File: config.mk
export PLATFORM = sky130hd
export DESIGN_NAME = mst_ram
export DESIGN_NICKNAME = d
export VERILOG_FILES = /design/src/sv/mst_ram.sv
export SDC_FILE = /design/constraint.sdc
export NUM_CORES = 1
export LEC_CHECK = 0
export ABC_CLOCK_PERIOD_IN_PS = 1900
export BUFFER_PORTS_ARGS = -buffer_cell sky130_fd_sc_hd__buf_2
export CORE_AREA = 3 3 109 111
export DETAILED_ROUTE_END_ITERATION = 16
export DIE_AREA = 0 0 112 114
export PLACE_DENSITY_LB_ADDON = 0.2
export SYNTH_ARGS = -nofsm -noshare
export SYNTH_HDL_FRONTEND = slang
export SYNTH_SLANG_ARGS = --single-unit
File: constraint.sdc
create_clock -name clk -period 1.9 [get_ports clk]
set_clock_uncertainty 0.1 [all_clocks]
set_input_delay 0 -clock clk [delete_from_list [all_inputs] [get_ports clk]]
set_output_delay 0 -clock clk [all_outputs]
set_load 0.1 [all_outputs]
File: src/sv/mst_ram.sv
module mst_ram #(
	parameter int WIDTH = 8,
	parameter int DEPTH = 16,
	localparam int AW = (DEPTH > 1) ? $clog2(DEPTH) : 1
) (
	input  logic             clk,
	input  logic             we,
	input  logic [AW-1:0]    waddr,
	input  logic [WIDTH-1:0] wdata,
	input  logic [AW-1:0]    raddr,
	output logic [WIDTH-1:0] rdata
);

	logic [WIDTH-1:0] mem_q [DEPTH];

	always_ff @(posedge clk) begin
		if (we) begin
			mem_q[waddr] <= wdata;
		end
		rdata <= mem_q[raddr];
	end

endmodule

==> results of run 1 <==
==> state kept, by name, summed over array words and instances, names as in the netlist <==
register	cells
rdata	8
mem_q	128
==> cells by family after synthesis <==
group,after synthesis,share of synthesized area [%]
AO/OA/AOI/OAI,16,2.33
buffers and inverters,10,1.68
flip-flops,136,77.8
multiplexers,32,15.0
AND/OR/NAND/NOR,35,3.18
==> area by class of cell <==
class	instances	area (µm²)	area share, %
repair buffers	60	460	7.41
well taps	140	175	2.82
flip-flops and latches	136	4000	64.4
clock buffers	26	468	7.53
multi-input cells	83	1060	17.0
clock inverters	5	48.8	0.785
==> power breakdown <==
group,switching [µW],internal [µW],total [µW]
registers,19.5,3360,3380
logic,321,158,480
clock network,1060,1780,2850
total,1410,5300,6700
==> tightest hold or removal path, delay by kind of cell <==
kind | cells | cell delay (ns)
buffers and inverters | 2 | 0.29
AND/OR/NAND/NOR | 2 | 0.17
==> final timing paths <==
check	start	to	slack, ns	depth (start not counted)
max	waddr[1]	mem_q[0][1]	0.39	5
min	waddr[2]	mem_q[15][2]	0.03	4
max reg2reg	mem_q[1][5]	rdata[5]	0.45	3
min reg2reg	mem_q[4][0]	rdata[0]	0.57	3
==> layout by cell type (no fill, tap or decap) <==
cell,count
clkbuf_1,7
clkinv_2,3
nand3_1,1
nor2b_1,1
buf_12,3
edfxtp_1,128
dlygate4sd3_1,14
and2b_1,1
or3b_2,1
buf_4,18
buf_2,25
dfxtp_1,8
clkbuf_8,3
and2_1,1
a22oi_1,16
nand2_1,9
clkinv_1,1
bufinv_16,1
nand3b_1,2
nor2_1,13
mux4_2,18
nor3_1,4
nand2b_1,2
clkbuf_16,16
mux4_1,14
==> metal layers <==
layer,wire length [µm],track usage [%],vias to the layer above
li1,-,-,1109
met1,4490,23.1,1269
met2,5030,27.5,52
met3,346,5.04,10
met4,110,6.25,0
met5,0,0,-
==> per-stage QoR <==
stage | utilization [%] | cells | hold WS [ns] | instance area [µm²]
2_1_floorplan | - | 229 | -0.00113 | 5150
3_3_place_gp | 51.0 | 405 | 0.295 | 5560
3_5_place_dp | 51.0 | 405 | 0.297 | 5560
4_1_cts | 57.1 | 450 | 0.00956 | 6210
5_1_grt | 57.1 | 450 | 0.0414 | 6210
6_report | 57.1 | 450 | 0.0293 | 6210
==> what timing repair did <==
| item | 4_1_cts | 5_1_grt |
|---|---|---|
| endpoints found under the hold margin | 168 | 0 |
| setup endpoints to repair | 0 | 0 |
| hold buffers | 14 | 0 |
==> impl_metrics.yaml, run 1 <==
status:
  outcome: "completed"
timing:
  rsz0062_at_grt: "false"
  worstMarginPinSlew_ns: 0.491
  hold_viol_final: 0
  slew_viol_final: 0
  slew_headroom_pct: 67.5
  finalCriticalPeriod_ns: 1.51
  fmax_mhz: 662
  setup_viol: 0
  fin_ws_ns: 0.390
  finalCritPeriodShare_pct: 79.5
  tns_ns: 0
finish:
  insertedDiodeCount: 0
  layout-drive-gt1-share_pct: 28.4
  syn_to_final_growth_pct: 20.7
  layout.nets: 316
  fill_cells: 810
yosys:
  yosysTopAreaCell: "edfxtp_1"
  synth_fp_nets: 247
  ys_seq_area_share_pct: 77.8
  synth.distinct_cells: 19
  synthFlopType: "edfxtp_1"
  ys_ff_latch: 136
  synth_edf_count: 128
  synth_commonest_cells: "edfxtp_1 (128), mux4_2 (18), a22oi_1 (16), mux4_1 (14), nor2_1 (13)"
  synth_area_leaders: "edfxtp_1 (75%), mux4_2 (7.9%), mux4_1 (7.1%)"
  syn_inst: 229
  ys_async_sr_fraction_pct: 0
  synth_most_common_cell: "edfxtp_1"
  synth.cell_area_um2: 5150
  yosysTopAreaCellShare_pct: 74.7
  yosys_warnings: 0
  synth_area_per_cell_um2: 22.5
floorplanning:
  core_area_um2: 10900
  chipWidth_um: 112
  dieArea_um2: 12800
  die_y_um: 114
  num_rows: 38
  start_util_pct: 47.3
  ioPinCount: 26
detailed_routing:
  vias: 2440
  dr.pass1.iters: 4
  routed_wl_mm: 9.98
  drtIter0Drc: 164
  ant_nets: 0
  via_per_inst: 5.42
  drc: 0
  wire_per_inst_um: 22.2
clock_tree:
  cts_buffers: 17
  h-tree-depth: 4
  cts_resized: 0
  cts.clk_slew.worst_paths_ns: 0.06
  clockRootBuffer: "clkbuf_8"
  clk_latency_ns: 0.52
  cts_tree: "yes"
  cts.sinks: 136
  clockBufferDepth: 2
  cts_setup_buffers: 0
global_routing:
  grt_pass1_wl_mm: 15.6
  grt_use_total_pct: 17.3
  antenna_found_initial: 0
  grt_pass1_vias: 2610
  gr-total-overflow: 0
  grt_max_degree: 33
critical_path:
  path_common_cell: "dlygate4sd3_1"
  cp-start-kind: "input port"
  slowest_stage: "dlygate4sd3_1"
  slowest_delay_ns: 0.57
  worstPathCellList: "dlygate4sd3_1 -> buf_2 -> nor3_1 -> dlygate4sd3_1 -> buf_4"
  cpLargestDelayFamily: "buffers and inverters"
  end_kind: "register"
  worst-path-buf-inv: 4
  crit_required_ns: 2.02
  critPathKind: "input port to register"
  cp_max_fo: 8
  cp.arrival_ns: 1.63
placement:
  io_buffers: 25
  post-place-ws_ns: 0.343
  dp_hpwl_mm: 6.19
  place.gp.congestion: 0.710
power_and_ir_drop:
  leakage_uw: 0.00214
  peakVddDrop_v: 0.000452
  power.density_nw_per_um2: 1080
  power_uw: 6700
run:
  cap_violations: 0
worst_hold_path:
  hp-class: "input port to register"
Note: power is estimated with default switching activity, not from simulation.
==> inputs of run 2 (changes only) <==
--- a/config.mk
+++ b/config.mk
@@ -5,7 +5,7 @@
 export SDC_FILE = /design/constraint.sdc
 export NUM_CORES = 1
 export LEC_CHECK = 0
-export ABC_CLOCK_PERIOD_IN_PS = 1900
+export ABC_CLOCK_PERIOD_IN_PS = 1300
 export BUFFER_PORTS_ARGS = -buffer_cell sky130_fd_sc_hd__buf_2
 export CORE_AREA = 3 3 109 111
 export DETAILED_ROUTE_END_ITERATION = 16
==> constraint.sdc (replaced) <==
create_clock -name clk -period 1.3 [get_ports clk]
set_clock_uncertainty 0.1 [all_clocks]
set_input_delay 0 -clock clk [delete_from_list [all_inputs] [get_ports clk]]
set_output_delay 0 -clock clk [all_outputs]
set_load 0.1 [all_outputs]
==> run 2 against run 1 <==
Compared with the run above:
- the flow now finishes with violations (negative setup slack)
- sequential share of layout area down 2.0 points
- worst hold slack got worse by 0.0089 ns
- die area stayed put
- global-route usage shrank 0.19 points
- worst setup slack worse by 0.46 ns
- largest cell class unchanged
==> impl_metrics.yaml, run 2 (synthesized netlist as in run 1, its figures left out) <==
global_routing:
  grt_use_total_pct: 17.1
  grt_pass1_vias: 2669
  gr-total-overflow: 0
  grt_pass1_wl_mm: 15.7
  antenna_found_initial: 0
  grt_max_degree: 20
status:
  violations: "negative setup slack"
  outcome: "complete, but fails checks"
finish:
  syn_to_final_growth_pct: 24.6
  fin_cells: 458
  top_register: "mem_q"
  largest_reg_flops: 128
  layout.nets: 323
  insertedDiodeCount: 0
  reg.largest.list: "mem_q x128, rdata x8"
  final_common_cell: "edfxtp_1"
  mostFrequentLayoutCells: "edfxtp_1 (128), buf_4 (34), mux4_2 (31)"
  layout-drive-gt1-share_pct: 40.9
critical_path:
  worstPathCellList: "mux4_2 -> a22oi_1 -> nand2_1"
  critPathKind: "register to register"
  crit_required_ns: 1.59
  cp_max_fo: 1
  cp-start-kind: "register"
  end_kind: "register"
  slowest_stage: "mux4_2"
  slowest_delay_ns: 0.51
  cp.arrival_ns: 1.66
timing:
  fin_ws_ns: -0.0744
  slew_viol_final: 0
  slew_headroom_pct: 38.7
  hold_viol_final: 0
  setup_viol: 8
  tns_ns: -0.340
  fmax_mhz: 728
  rsz0062_at_grt: "true"
  finalCritPeriodShare_pct: 106
  worstMarginPinSlew_ns: 0.916
  finalCriticalPeriod_ns: 1.37
placement:
  place.gp.congestion: 0.746
  placedCellCount: 415
  dp_hpwl_mm: 6.49
  io_buffers: 25
  post-place-ws_ns: -0.281
power_and_ir_drop:
  leakage_uw: 0.00218
  power.density_nw_per_um2: 1670
  peakVddDrop_v: 0.000765
floorplanning:
  die_y_um: 114
  ioPinCount: 26
  dieArea_um2: 12800
  chipWidth_um: 112
  core_area_um2: 10900
  start_util_pct: 47.3
  num_rows: 38
clock_tree:
  cts_tree: "yes"
  clockRootBuffer: "clkbuf_8"
  cts.clk_slew.worst_paths_ns: 0.06
  clk_latency_ns: 0.51
  cts.sinks: 136
  h-tree-depth: 4
  cts_buffers: 17
  clockBufferDepth: 2
worst_hold_path:
  hp-class: "input port to register"
detailed_routing:
  highest_layer: "met4"
  dr.pass1.iters: 4
  drc: 0
  drtIter0Drc: 184
  wire_per_inst_um: 21.8
  wl_met3_um: 489
  routed_wl_mm: 10.0
  wl_met2_mm: 4.90
  ant_nets: 0
  vias: 2492
  met1Wirelength_mm: 4.50
  via_per_inst: 5.44
run:
  cap_violations: 0
## run 2: final cells by class
type / instances / area, µm²
well taps: 140 / 175
clock inverters: 13 / 203
repair buffers: 67 / 542
multi-input cells: 83 / 1070
fillers: 814 / 4470
flip-flops and latches: 136 / 4000
clock buffers: 19 / 422
## run 2: power breakdown
part	internal (µW)	total, µW	switching (µW)
Combinational	279	770	491
Clock	3300	4990	1690
Sequential	4900	4930	28.2
## run 2: metal layers
metal  track usage [%]  vias up
met2              26.4       63
met1              23.7     1308
met3              4.77        8
met5                 0        -
li1                  -     1113
met4              6.01        0
## run 2: worst max-delay path: cells and delay by family (launching register included)
kind,cells,cell delay [ns]
AOI/OAI and AO/OA,1,0.17
and+or+nand+nor,1,0.09
muxes,1,0.51
DFF,1,0.37
## run 2: path summary, 6_finish.rpt
| check | start | end | slack [ns] | cells past startpoint |
|---|---|---|---|---|
| worst max-delay path | mem_q[7][6] | rdata[6] | -0.07 | 3 |
| worst min-delay path | raddr[1] | rdata[7] | 0.02 | 5 |
| worst max register to register | mem_q[7][6] | rdata[6] | -0.07 | 3 |
| worst min register to register | mem_q[12][4] | rdata[4] | 0.57 | 3 |
## run 2: per-stage QoR
step	hold WS [ns]	util [%]	total power, µW	area [µm²]
floorplan	-0.00113	-	5480	5150
global route	0.0175	58.9	11000	6420
global placement	0.303	51.9	5710	5650
finish	0.0204	58.9	10700	6420
CTS	0.00659	58.8	10800	6400
detailed placement	0.304	51.9	5720	5650
## run 2: repair_timing
item,4_1_cts,5_1_grt
endpoints found under the setup margin,16,9
hold endpoints to repair,163,0
setup buffers,0,0
pin swaps,8,6
hold buffers,11,0
resized for setup,28,6
