File: config.mk
export PLATFORM = sky130hd
export DESIGN_NAME = mst_rotate
export DESIGN_NICKNAME = d
export VERILOG_FILES = /design/src/sv/mst_pkg.sv /design/src/sv/mst_rotate.sv
export SDC_FILE = /design/constraint.sdc
export NUM_CORES = 2
export LEC_CHECK = 0
export ABC_AREA = 1
export BUFFER_PORTS_ARGS = -buffer_cell sky130_fd_sc_hd__buf_2
export CORE_MARGIN = 5
export CORE_UTILIZATION = 55
export CTS_CLUSTER_SIZE = 10
export DETAILED_ROUTE_END_ITERATION = 10
export PLACE_DENSITY = 0.73
export SETUP_SLACK_MARGIN = 0.15
export SKIP_LAST_GASP = 1
export SLEW_MARGIN = 20
export SYNTH_ARGS = -nofsm -noshare
export SYNTH_HDL_FRONTEND = slang
export SYNTH_SLANG_ARGS = --single-unit
File: constraint.sdc
create_clock -name clk -period 20.4 [get_ports clk]
set_input_delay 4.08 -clock clk [delete_from_list [all_inputs] [get_ports clk]]
set_output_delay 4.08 -clock clk [all_outputs]
set_load 0.02 [all_outputs]
File: src/sv/mst_pkg.sv
package mst_pkg;

	localparam int NUM_SLOTS_DEF = 16;
	localparam int MAX_REPORTS   = 16;
	localparam int REP_CNT_W     = $clog2(MAX_REPORTS + 1);

	localparam int CFG_IDX_W  = 3;
	localparam int CFG_DATA_W = 17;

	localparam logic [15:0] EV_SYNC     = 16'd0;
	localparam logic [15:0] EV_ABS      = 16'd3;
	localparam logic [15:0] CODE_REPORT = 16'h0000;
	localparam logic [15:0] CODE_SLOT   = 16'h002f;
	localparam logic [15:0] CODE_POS_X  = 16'h0035;
	localparam logic [15:0] CODE_POS_Y  = 16'h0036;
	localparam logic [15:0] CODE_TRACK  = 16'h0039;

	localparam logic [1:0] PH_IDLE = 2'd0;
	localparam logic [1:0] PH_DOWN = 2'd1;
	localparam logic [1:0] PH_MOVE = 2'd2;
	localparam logic [1:0] PH_UP   = 2'd3;

	localparam logic [1:0] TS_DOWN = 2'd0;
	localparam logic [1:0] TS_MOVE = 2'd1;
	localparam logic [1:0] TS_UP   = 2'd2;

	localparam logic [2:0] ROT_NONE = 3'd0;
	localparam logic [2:0] ROT_90   = 3'd1;
	localparam logic [2:0] ROT_180  = 3'd2;
	localparam logic [2:0] ROT_270  = 3'd3;
	localparam logic [2:0] ROT_ANY  = 3'd4;

	localparam logic [CFG_IDX_W-1:0] CFG_ROT_MODE = 3'd0;
	localparam logic [CFG_IDX_W-1:0] CFG_X_ORIGIN = 3'd1;
	localparam logic [CFG_IDX_W-1:0] CFG_Y_ORIGIN = 3'd2;
	localparam logic [CFG_IDX_W-1:0] CFG_SPAN_W   = 3'd3;
	localparam logic [CFG_IDX_W-1:0] CFG_SPAN_H   = 3'd4;
	localparam logic [CFG_IDX_W-1:0] CFG_COS      = 3'd5;
	localparam logic [CFG_IDX_W-1:0] CFG_SIN      = 3'd6;

	localparam int VB_X  = 0;
	localparam int VB_Y  = 1;
	localparam int VB_LX = 2;
	localparam int VB_LY = 3;

	typedef struct packed {
		logic [2:0]         rot_mode;
		logic [15:0]        x_origin;
		logic [15:0]        y_origin;
		logic [16:0]        span_w;
		logic [16:0]        span_h;
		logic signed [15:0] cos_q14;
		logic signed [15:0] sin_q14;
	} mst_cfg_t;

	typedef struct packed {
		logic [1:0]  phase;
		logic [30:0] contact;
		logic [15:0] pos_x;
		logic [15:0] pos_y;
		logic [15:0] last_x;
		logic [15:0] last_y;
		logic [3:0]  vb;
	} slot_rec_t;

	typedef struct packed {
		logic [3:0]  slot;
		logic [30:0] contact;
		logic [15:0] pos_x;
		logic [15:0] pos_y;
		logic        has_x;
		logic        has_y;
		logic [1:0]  state;
		logic        last;
	} report_t;

endpackage

File: src/sv/mst_rotate.sv
module mst_rotate
	import mst_pkg::*;
(
	input  logic        clk,
	input  logic        arst_n,
	input  mst_cfg_t    cfg,
	input  logic        in_valid,
	input  report_t     in_rep,
	output logic        ready,
	output logic        out_valid,
	input  logic        out_stall,
	output logic [3:0]  out_slot,
	output logic [30:0] out_contact,
	output logic [15:0] out_x,
	output logic [15:0] out_y,
	output logic [1:0]  out_state,
	output logic        out_last
);

	function automatic logic [15:0] span_m1(input logic [16:0] s);
		logic [15:0] r;
		if (s == 17'd0) begin
			r = 16'd0;
		end else if (s[16]) begin
			r = 16'hffff;
		end else begin
			r = s[15:0] - 16'd1;
		end
		return r;
	endfunction

	function automatic logic [15:0] sat_s19(input logic signed [18:0] v);
		logic [15:0] r;
		if (v[18]) begin
			r = 16'd0;
		end else if (v > 19'sd65535) begin
			r = 16'hffff;
		end else begin
			r = v[15:0];
		end
		return r;
	endfunction

	// Q15 rounding half away from zero, then clamp to 0..hi.
	function automatic logic [15:0] round_clamp(input logic signed [35:0] n,
			input logic [15:0] hi);
		logic signed [35:0] t;
		logic signed [35:0] r;
		logic [15:0]        o;
		t = n + (n[35] ? 36'sd16383 : 36'sd16384);
		r = t >>> 15;
		if (r[35]) begin
			o = 16'd0;
		end else if (r > $signed({20'd0, hi})) begin
			o = hi;
		end else begin
			o = r[15:0];
		end
		return o;
	endfunction

	logic [15:0]        w1, h1;
	logic signed [18:0] w1s, h1s, xo, yo, rx, ry, dx2, dy2;
	logic               adv;

	logic               v_s1, v_s2, v_s3, v_s4;
	report_t            rep_s1, rep_s2, rep_s3, rep_s4;
	logic               gen_s1, gen_s2, gen_s3;
	logic signed [18:0] rx_s1, ry_s1, rx_s2, ry_s2, rx_s3, ry_s3;
	logic signed [18:0] dx2_s1, dy2_s1;
	logic signed [34:0] pxc_s2, pys_s2, pxs_s2, pyc_s2;
	logic signed [35:0] nx_s3, ny_s3;
	logic [15:0]        x_s4, y_s4;
	logic [15:0]        xf, yf;

	assign w1  = span_m1(cfg.span_w);
	assign h1  = span_m1(cfg.span_h);
	assign w1s = $signed({3'b000, w1});
	assign h1s = $signed({3'b000, h1});
	assign adv = !v_s4 || !out_stall;
	assign ready = adv;

	always_comb begin
		xo  = $signed({3'b000, in_rep.pos_x}) - $signed({3'b000, cfg.x_origin});
		yo  = $signed({3'b000, in_rep.pos_y}) - $signed({3'b000, cfg.y_origin});
		dx2 = $signed({xo[17:0], 1'b0}) - w1s;
		dy2 = $signed({yo[17:0], 1'b0}) - h1s;
		case (cfg.rot_mode)
			ROT_90: begin
				rx = h1s - yo;
				ry = xo;
			end
			ROT_180: begin
				rx = w1s - xo;
				ry = h1s - yo;
			end
			ROT_270: begin
				rx = yo;
				ry = w1s - xo;
			end
			default: begin
				rx = xo;
				ry = yo;
			end
		endcase
	end

	always_comb begin
		if (gen_s3) begin
			xf = round_clamp(nx_s3, w1);
			yf = round_clamp(ny_s3, h1);
		end else begin
			xf = sat_s19(rx_s3);
			yf = sat_s19(ry_s3);
		end
	end

	always_ff @(posedge clk or negedge arst_n) begin
		if (!arst_n) begin
			v_s1 <= 1'b0;
			v_s2 <= 1'b0;
			v_s3 <= 1'b0;
			v_s4 <= 1'b0;
		end else if (adv) begin
			v_s1 <= in_valid;
			v_s2 <= v_s1;
			v_s3 <= v_s2;
			v_s4 <= v_s3;
		end
	end

	always_ff @(posedge clk) begin
		if (adv) begin
			rep_s1 <= in_rep;
			gen_s1 <= (cfg.rot_mode == ROT_ANY);
			rx_s1  <= rx;
			ry_s1  <= ry;
			dx2_s1 <= dx2;
			dy2_s1 <= dy2;

			rep_s2 <= rep_s1;
			gen_s2 <= gen_s1;
			rx_s2  <= rx_s1;
			ry_s2  <= ry_s1;
			pxc_s2 <= 35'(dx2_s1) * 35'(cfg.cos_q14);
			pys_s2 <= 35'(dy2_s1) * 35'(cfg.sin_q14);
			pxs_s2 <= 35'(dx2_s1) * 35'(cfg.sin_q14);
			pyc_s2 <= 35'(dy2_s1) * 35'(cfg.cos_q14);

			rep_s3 <= rep_s2;
			gen_s3 <= gen_s2;
			rx_s3  <= rx_s2;
			ry_s3  <= ry_s2;
			nx_s3  <= 36'(pxc_s2) + 36'(pys_s2) + $signed({6'd0, w1, 14'd0});
			ny_s3  <= 36'(pyc_s2) - 36'(pxs_s2) + $signed({6'd0, h1, 14'd0});

			rep_s4 <= rep_s3;
			x_s4   <= rep_s3.has_x ? xf : 16'd0;
			y_s4   <= rep_s3.has_y ? yf : 16'd0;
		end
	end

	assign out_valid   = v_s4;
	assign out_slot    = rep_s4.slot;
	assign out_contact = rep_s4.contact;
	assign out_x       = x_s4;
	assign out_y       = y_s4;
	assign out_state   = rep_s4.state;
	assign out_last    = rep_s4.last;

endmodule

==> flow_summary.toml <==
[timing]
final_hold_viol_count = 0
min_period_over_period = 0.5002
period_minus_slack_ns = 10.20
timing.slew.headroom = 0.2626
whs_ns = 0.4066
setup_tns_ns = 0
tightest_slew_ns = 1.106
drv_slew = 0
rsz0062_at_grt = "false"
fmax_mhz = 98.01
fin_ws_ns = 10.20
finalSetupViolCount = 0
worst_clock_skew_ns = 0.04665

[setup_path]
worstPathMaxFanout = 38
cp-endpoint = "pxs_s2[32]$_DFFE_PP_"
worst-r2r-setup-slack_ns = 13.59
cp_slowest_cell = "fa_1"
end_kind = "flop"
rr_endpoint = "pxs_s2[32]$_DFFE_PP_"
cp_data_arrival_time_ns = 10.70
crit_required_ns = 20.89
crit_chain = "buf_2, nand2_1, inv_1, fa_1, fa_1, fa_1, fa_1, fa_1, inv_1, fa_1, inv_1, ha_1, nand2_1, nor3_1, nand2_1, o221ai_1, nand2_1, nand2_1, xor2_1"
startpoint = "cfg[1]"
worst_setup_path_start_kind = "primary input"
crit_top_cell = "fa_1"
worstRegToRegCells = 19
worst_r2r_startpoint = "dx2_s1[18]$_DFFE_PP_"
max_stage_delay_ns = 0.92
crit_type = "primary input to flop"

[clock_network]
clock_path_buffers = 3
clock_sinks = 555
cts_tree = "done"
post_cts_resized = 0
post_cts_buffers = 0
ctsHtreeMaxLevel = 3
clk_latency_ns = 0.70
clock-root-buffer = "clkbuf_16"
hold_buffers = 0
clk_pin_slew_ns = 0.07
numCtsBuffers = 71

[routing]
drt_drc_violations_left = 0
routed-via-count = 59078
drtAntennaViolNets = 0
routedWlPerCell_um = 19.10
drt_first_pass_iters = 8
drt_iter0_markers = 4844
vias_per_cell = 5.412
drt_wl_total_um = 208500

[outcome]
status = "complete, no violations"

[cells_and_area]
instances_no_fill = 10916
fillers = 12286
layout.nets = 11052
final_common_cell = "inv_1"
drive_above_1_share = 0.05026
layout_common_cells = "inv_1 (2,381), nand2_1 (1,943), fa_1 (1,256)"
syn_to_final_growth_pct = 6.782

[global_route]
grt_usage = 0.2848
grt_pass1_vias = 61156
grt_max_degree = 180
antenna_found_initial = 15
grt_overflow_total = 0
grt_pass1_wl_um = 330500

[synth]
synth_enable_flop_cells = 551
synth_top_family_by_area = "adder cells"
yosys.area.top_type_share = 0.3243
syn_nets = 10940
ys_ff_latch = 555
synth_compound_area_frac = 0.06045
syn-cell-area_um2 = 77540
synthArstFlopShare = 0.007207
muxShareOfSynthArea = 0.0002905
yosys.area_share.xor_xnor = 0.03515
seq_area_frac_synth = 0.2147
synth-simple-area-share = 0.1364
synthDistinctLibCells = 57
yosys_warnings = 0
ys.flop_type = "edfxtp_1"
yosys.area.top_type = "fa_1"
synth_cells = 8893
synth_adder_area_share = 0.4234
avgSynthCellArea_um2 = 8.719
synthTopCellsByArea = "fa_1 (32%), edfxtp_1 (21%), inv_1 (12%)"

[placement]
dp.cells = 10808
gp_congestion = 0.9390
hpwl_um = 163700
place_ws_ns = 9.671
numPortBuffers = 248

[floorplan]
fp.coreArea_um2 = 139900
die_area_um2 = 148600
ioPinCount = 249
initial_core_util = 0.5543
die_x_um = 385.5
std_cell_rows = 137
dieHeight_um = 385.5

[worst_hold_path]
holdCritPathClass = "flop to flop"
min_from = "ry_s2[17]$_DFFE_PP_"

[job]
drv_cap = 0
==> metal layers <==
metal  track usage  vias up  share of wire
li1              -    26973              -
met1        0.3865    29168           0.41
met2        0.4566     2454           0.46
met3       0.05179      469          0.090
met4        0.1147       14          0.045
met5             0        -        0.00053
==> state kept, by name, indices dropped and copies added, names as in the netlist, 18 cells and up <==
signal,count
nx_s3,36
rx_s2,18
ny_s3,36
dy2_s1,19
ry_s3,18
pys_s2,35
out_contact,31
pxs_s2,35
rx_s1,18
rep_s2,40
rx_s3,18
ry_s1,18
dx2_s1,19
pxc_s2,35
ry_s2,18
pyc_s2,35
rep_s1,40
rep_s3,40
==> worst max-delay path, delay by kind of cell <==
kind                       cells  cell delay, ns
xor gates and xnor gates       1            0.23
AOI/OAI and AO/OA              1            0.52
adders and majority gates      7            3.82
and+or+nand+nor                6            1.06
buffers and inverters          4            0.97
==> area by class of cell <==
class,instances,area [µm²],area share
multi-input combinational,5666,50860,0.6142
sequential,555,16650,0.2011
inverter,2399,9005,0.1088
tap,1876,2347,0.02835
clock buffer,77,1799,0.02173
timing repair buffer,312,1734,0.02095
clock inverter,24,389.1,0.004700
antenna,7,17.52,0.0002116
==> worst min-delay path by stage <==
stage | to | slack [ns] | depth (start not counted)
global route | rep_s2[58]$_DFFE_PP_ | 0.42 | 0
finish | ry_s3[17]$_DFFE_PP_ | 0.41 | 0
floorplan | gen_s2$_DFFE_PP_ | 0.40 | 0
global placement | rep_s2[1]$_DFFE_PP_ | 0.40 | 0
CTS | out_contact[14]$_DFFE_PP_ | 0.40 | 0
detailed placement | out_contact[17]$_DFFE_PP_ | 0.40 | 0
==> metrics by stage <==
step           area (µm²)    util
5_1_grt             82780  0.5918
6_report            82790  0.5919
3_3_place_gp        80580  0.5761
4_1_cts             82770  0.5918
2_1_floorplan       77540       -
3_5_place_dp        80580  0.5761
==> cells by family after synthesis <==
logic type | after synthesis
mux | 2
fa+ha+maj | 1870
buf+inv | 2672
xor+xnor | 309
flops | 555
compound gates | 840
simple gates | 2645
==> cell usage after synthesis (all sizes together), types with 3 or more instances <==
cell type	instances
nor2	327
o31ai	5
buf	47
o41ai	3
clkinv	3
o21a	24
a21o	25
dfrtp	4
a21boi	11
o21ai	243
o21bai	20
o2111ai	14
inv	2396
xor2	195
edfxtp	551
fa	1256
a21oi	413
a31oi	24
a221oi	10
o221ai	11
nand3	213
xnor2	114
nand2	1949
ha	614
nand4	54
clkbuf	226
or2	18
nor4	9
nand3b	13
o22ai	7
a211oi	8
nor3	57
o211ai	18
Power is left out: the tool's default activity adds up to more than one toggle a clock period on the data nets, which glitch-free logic cannot reach.
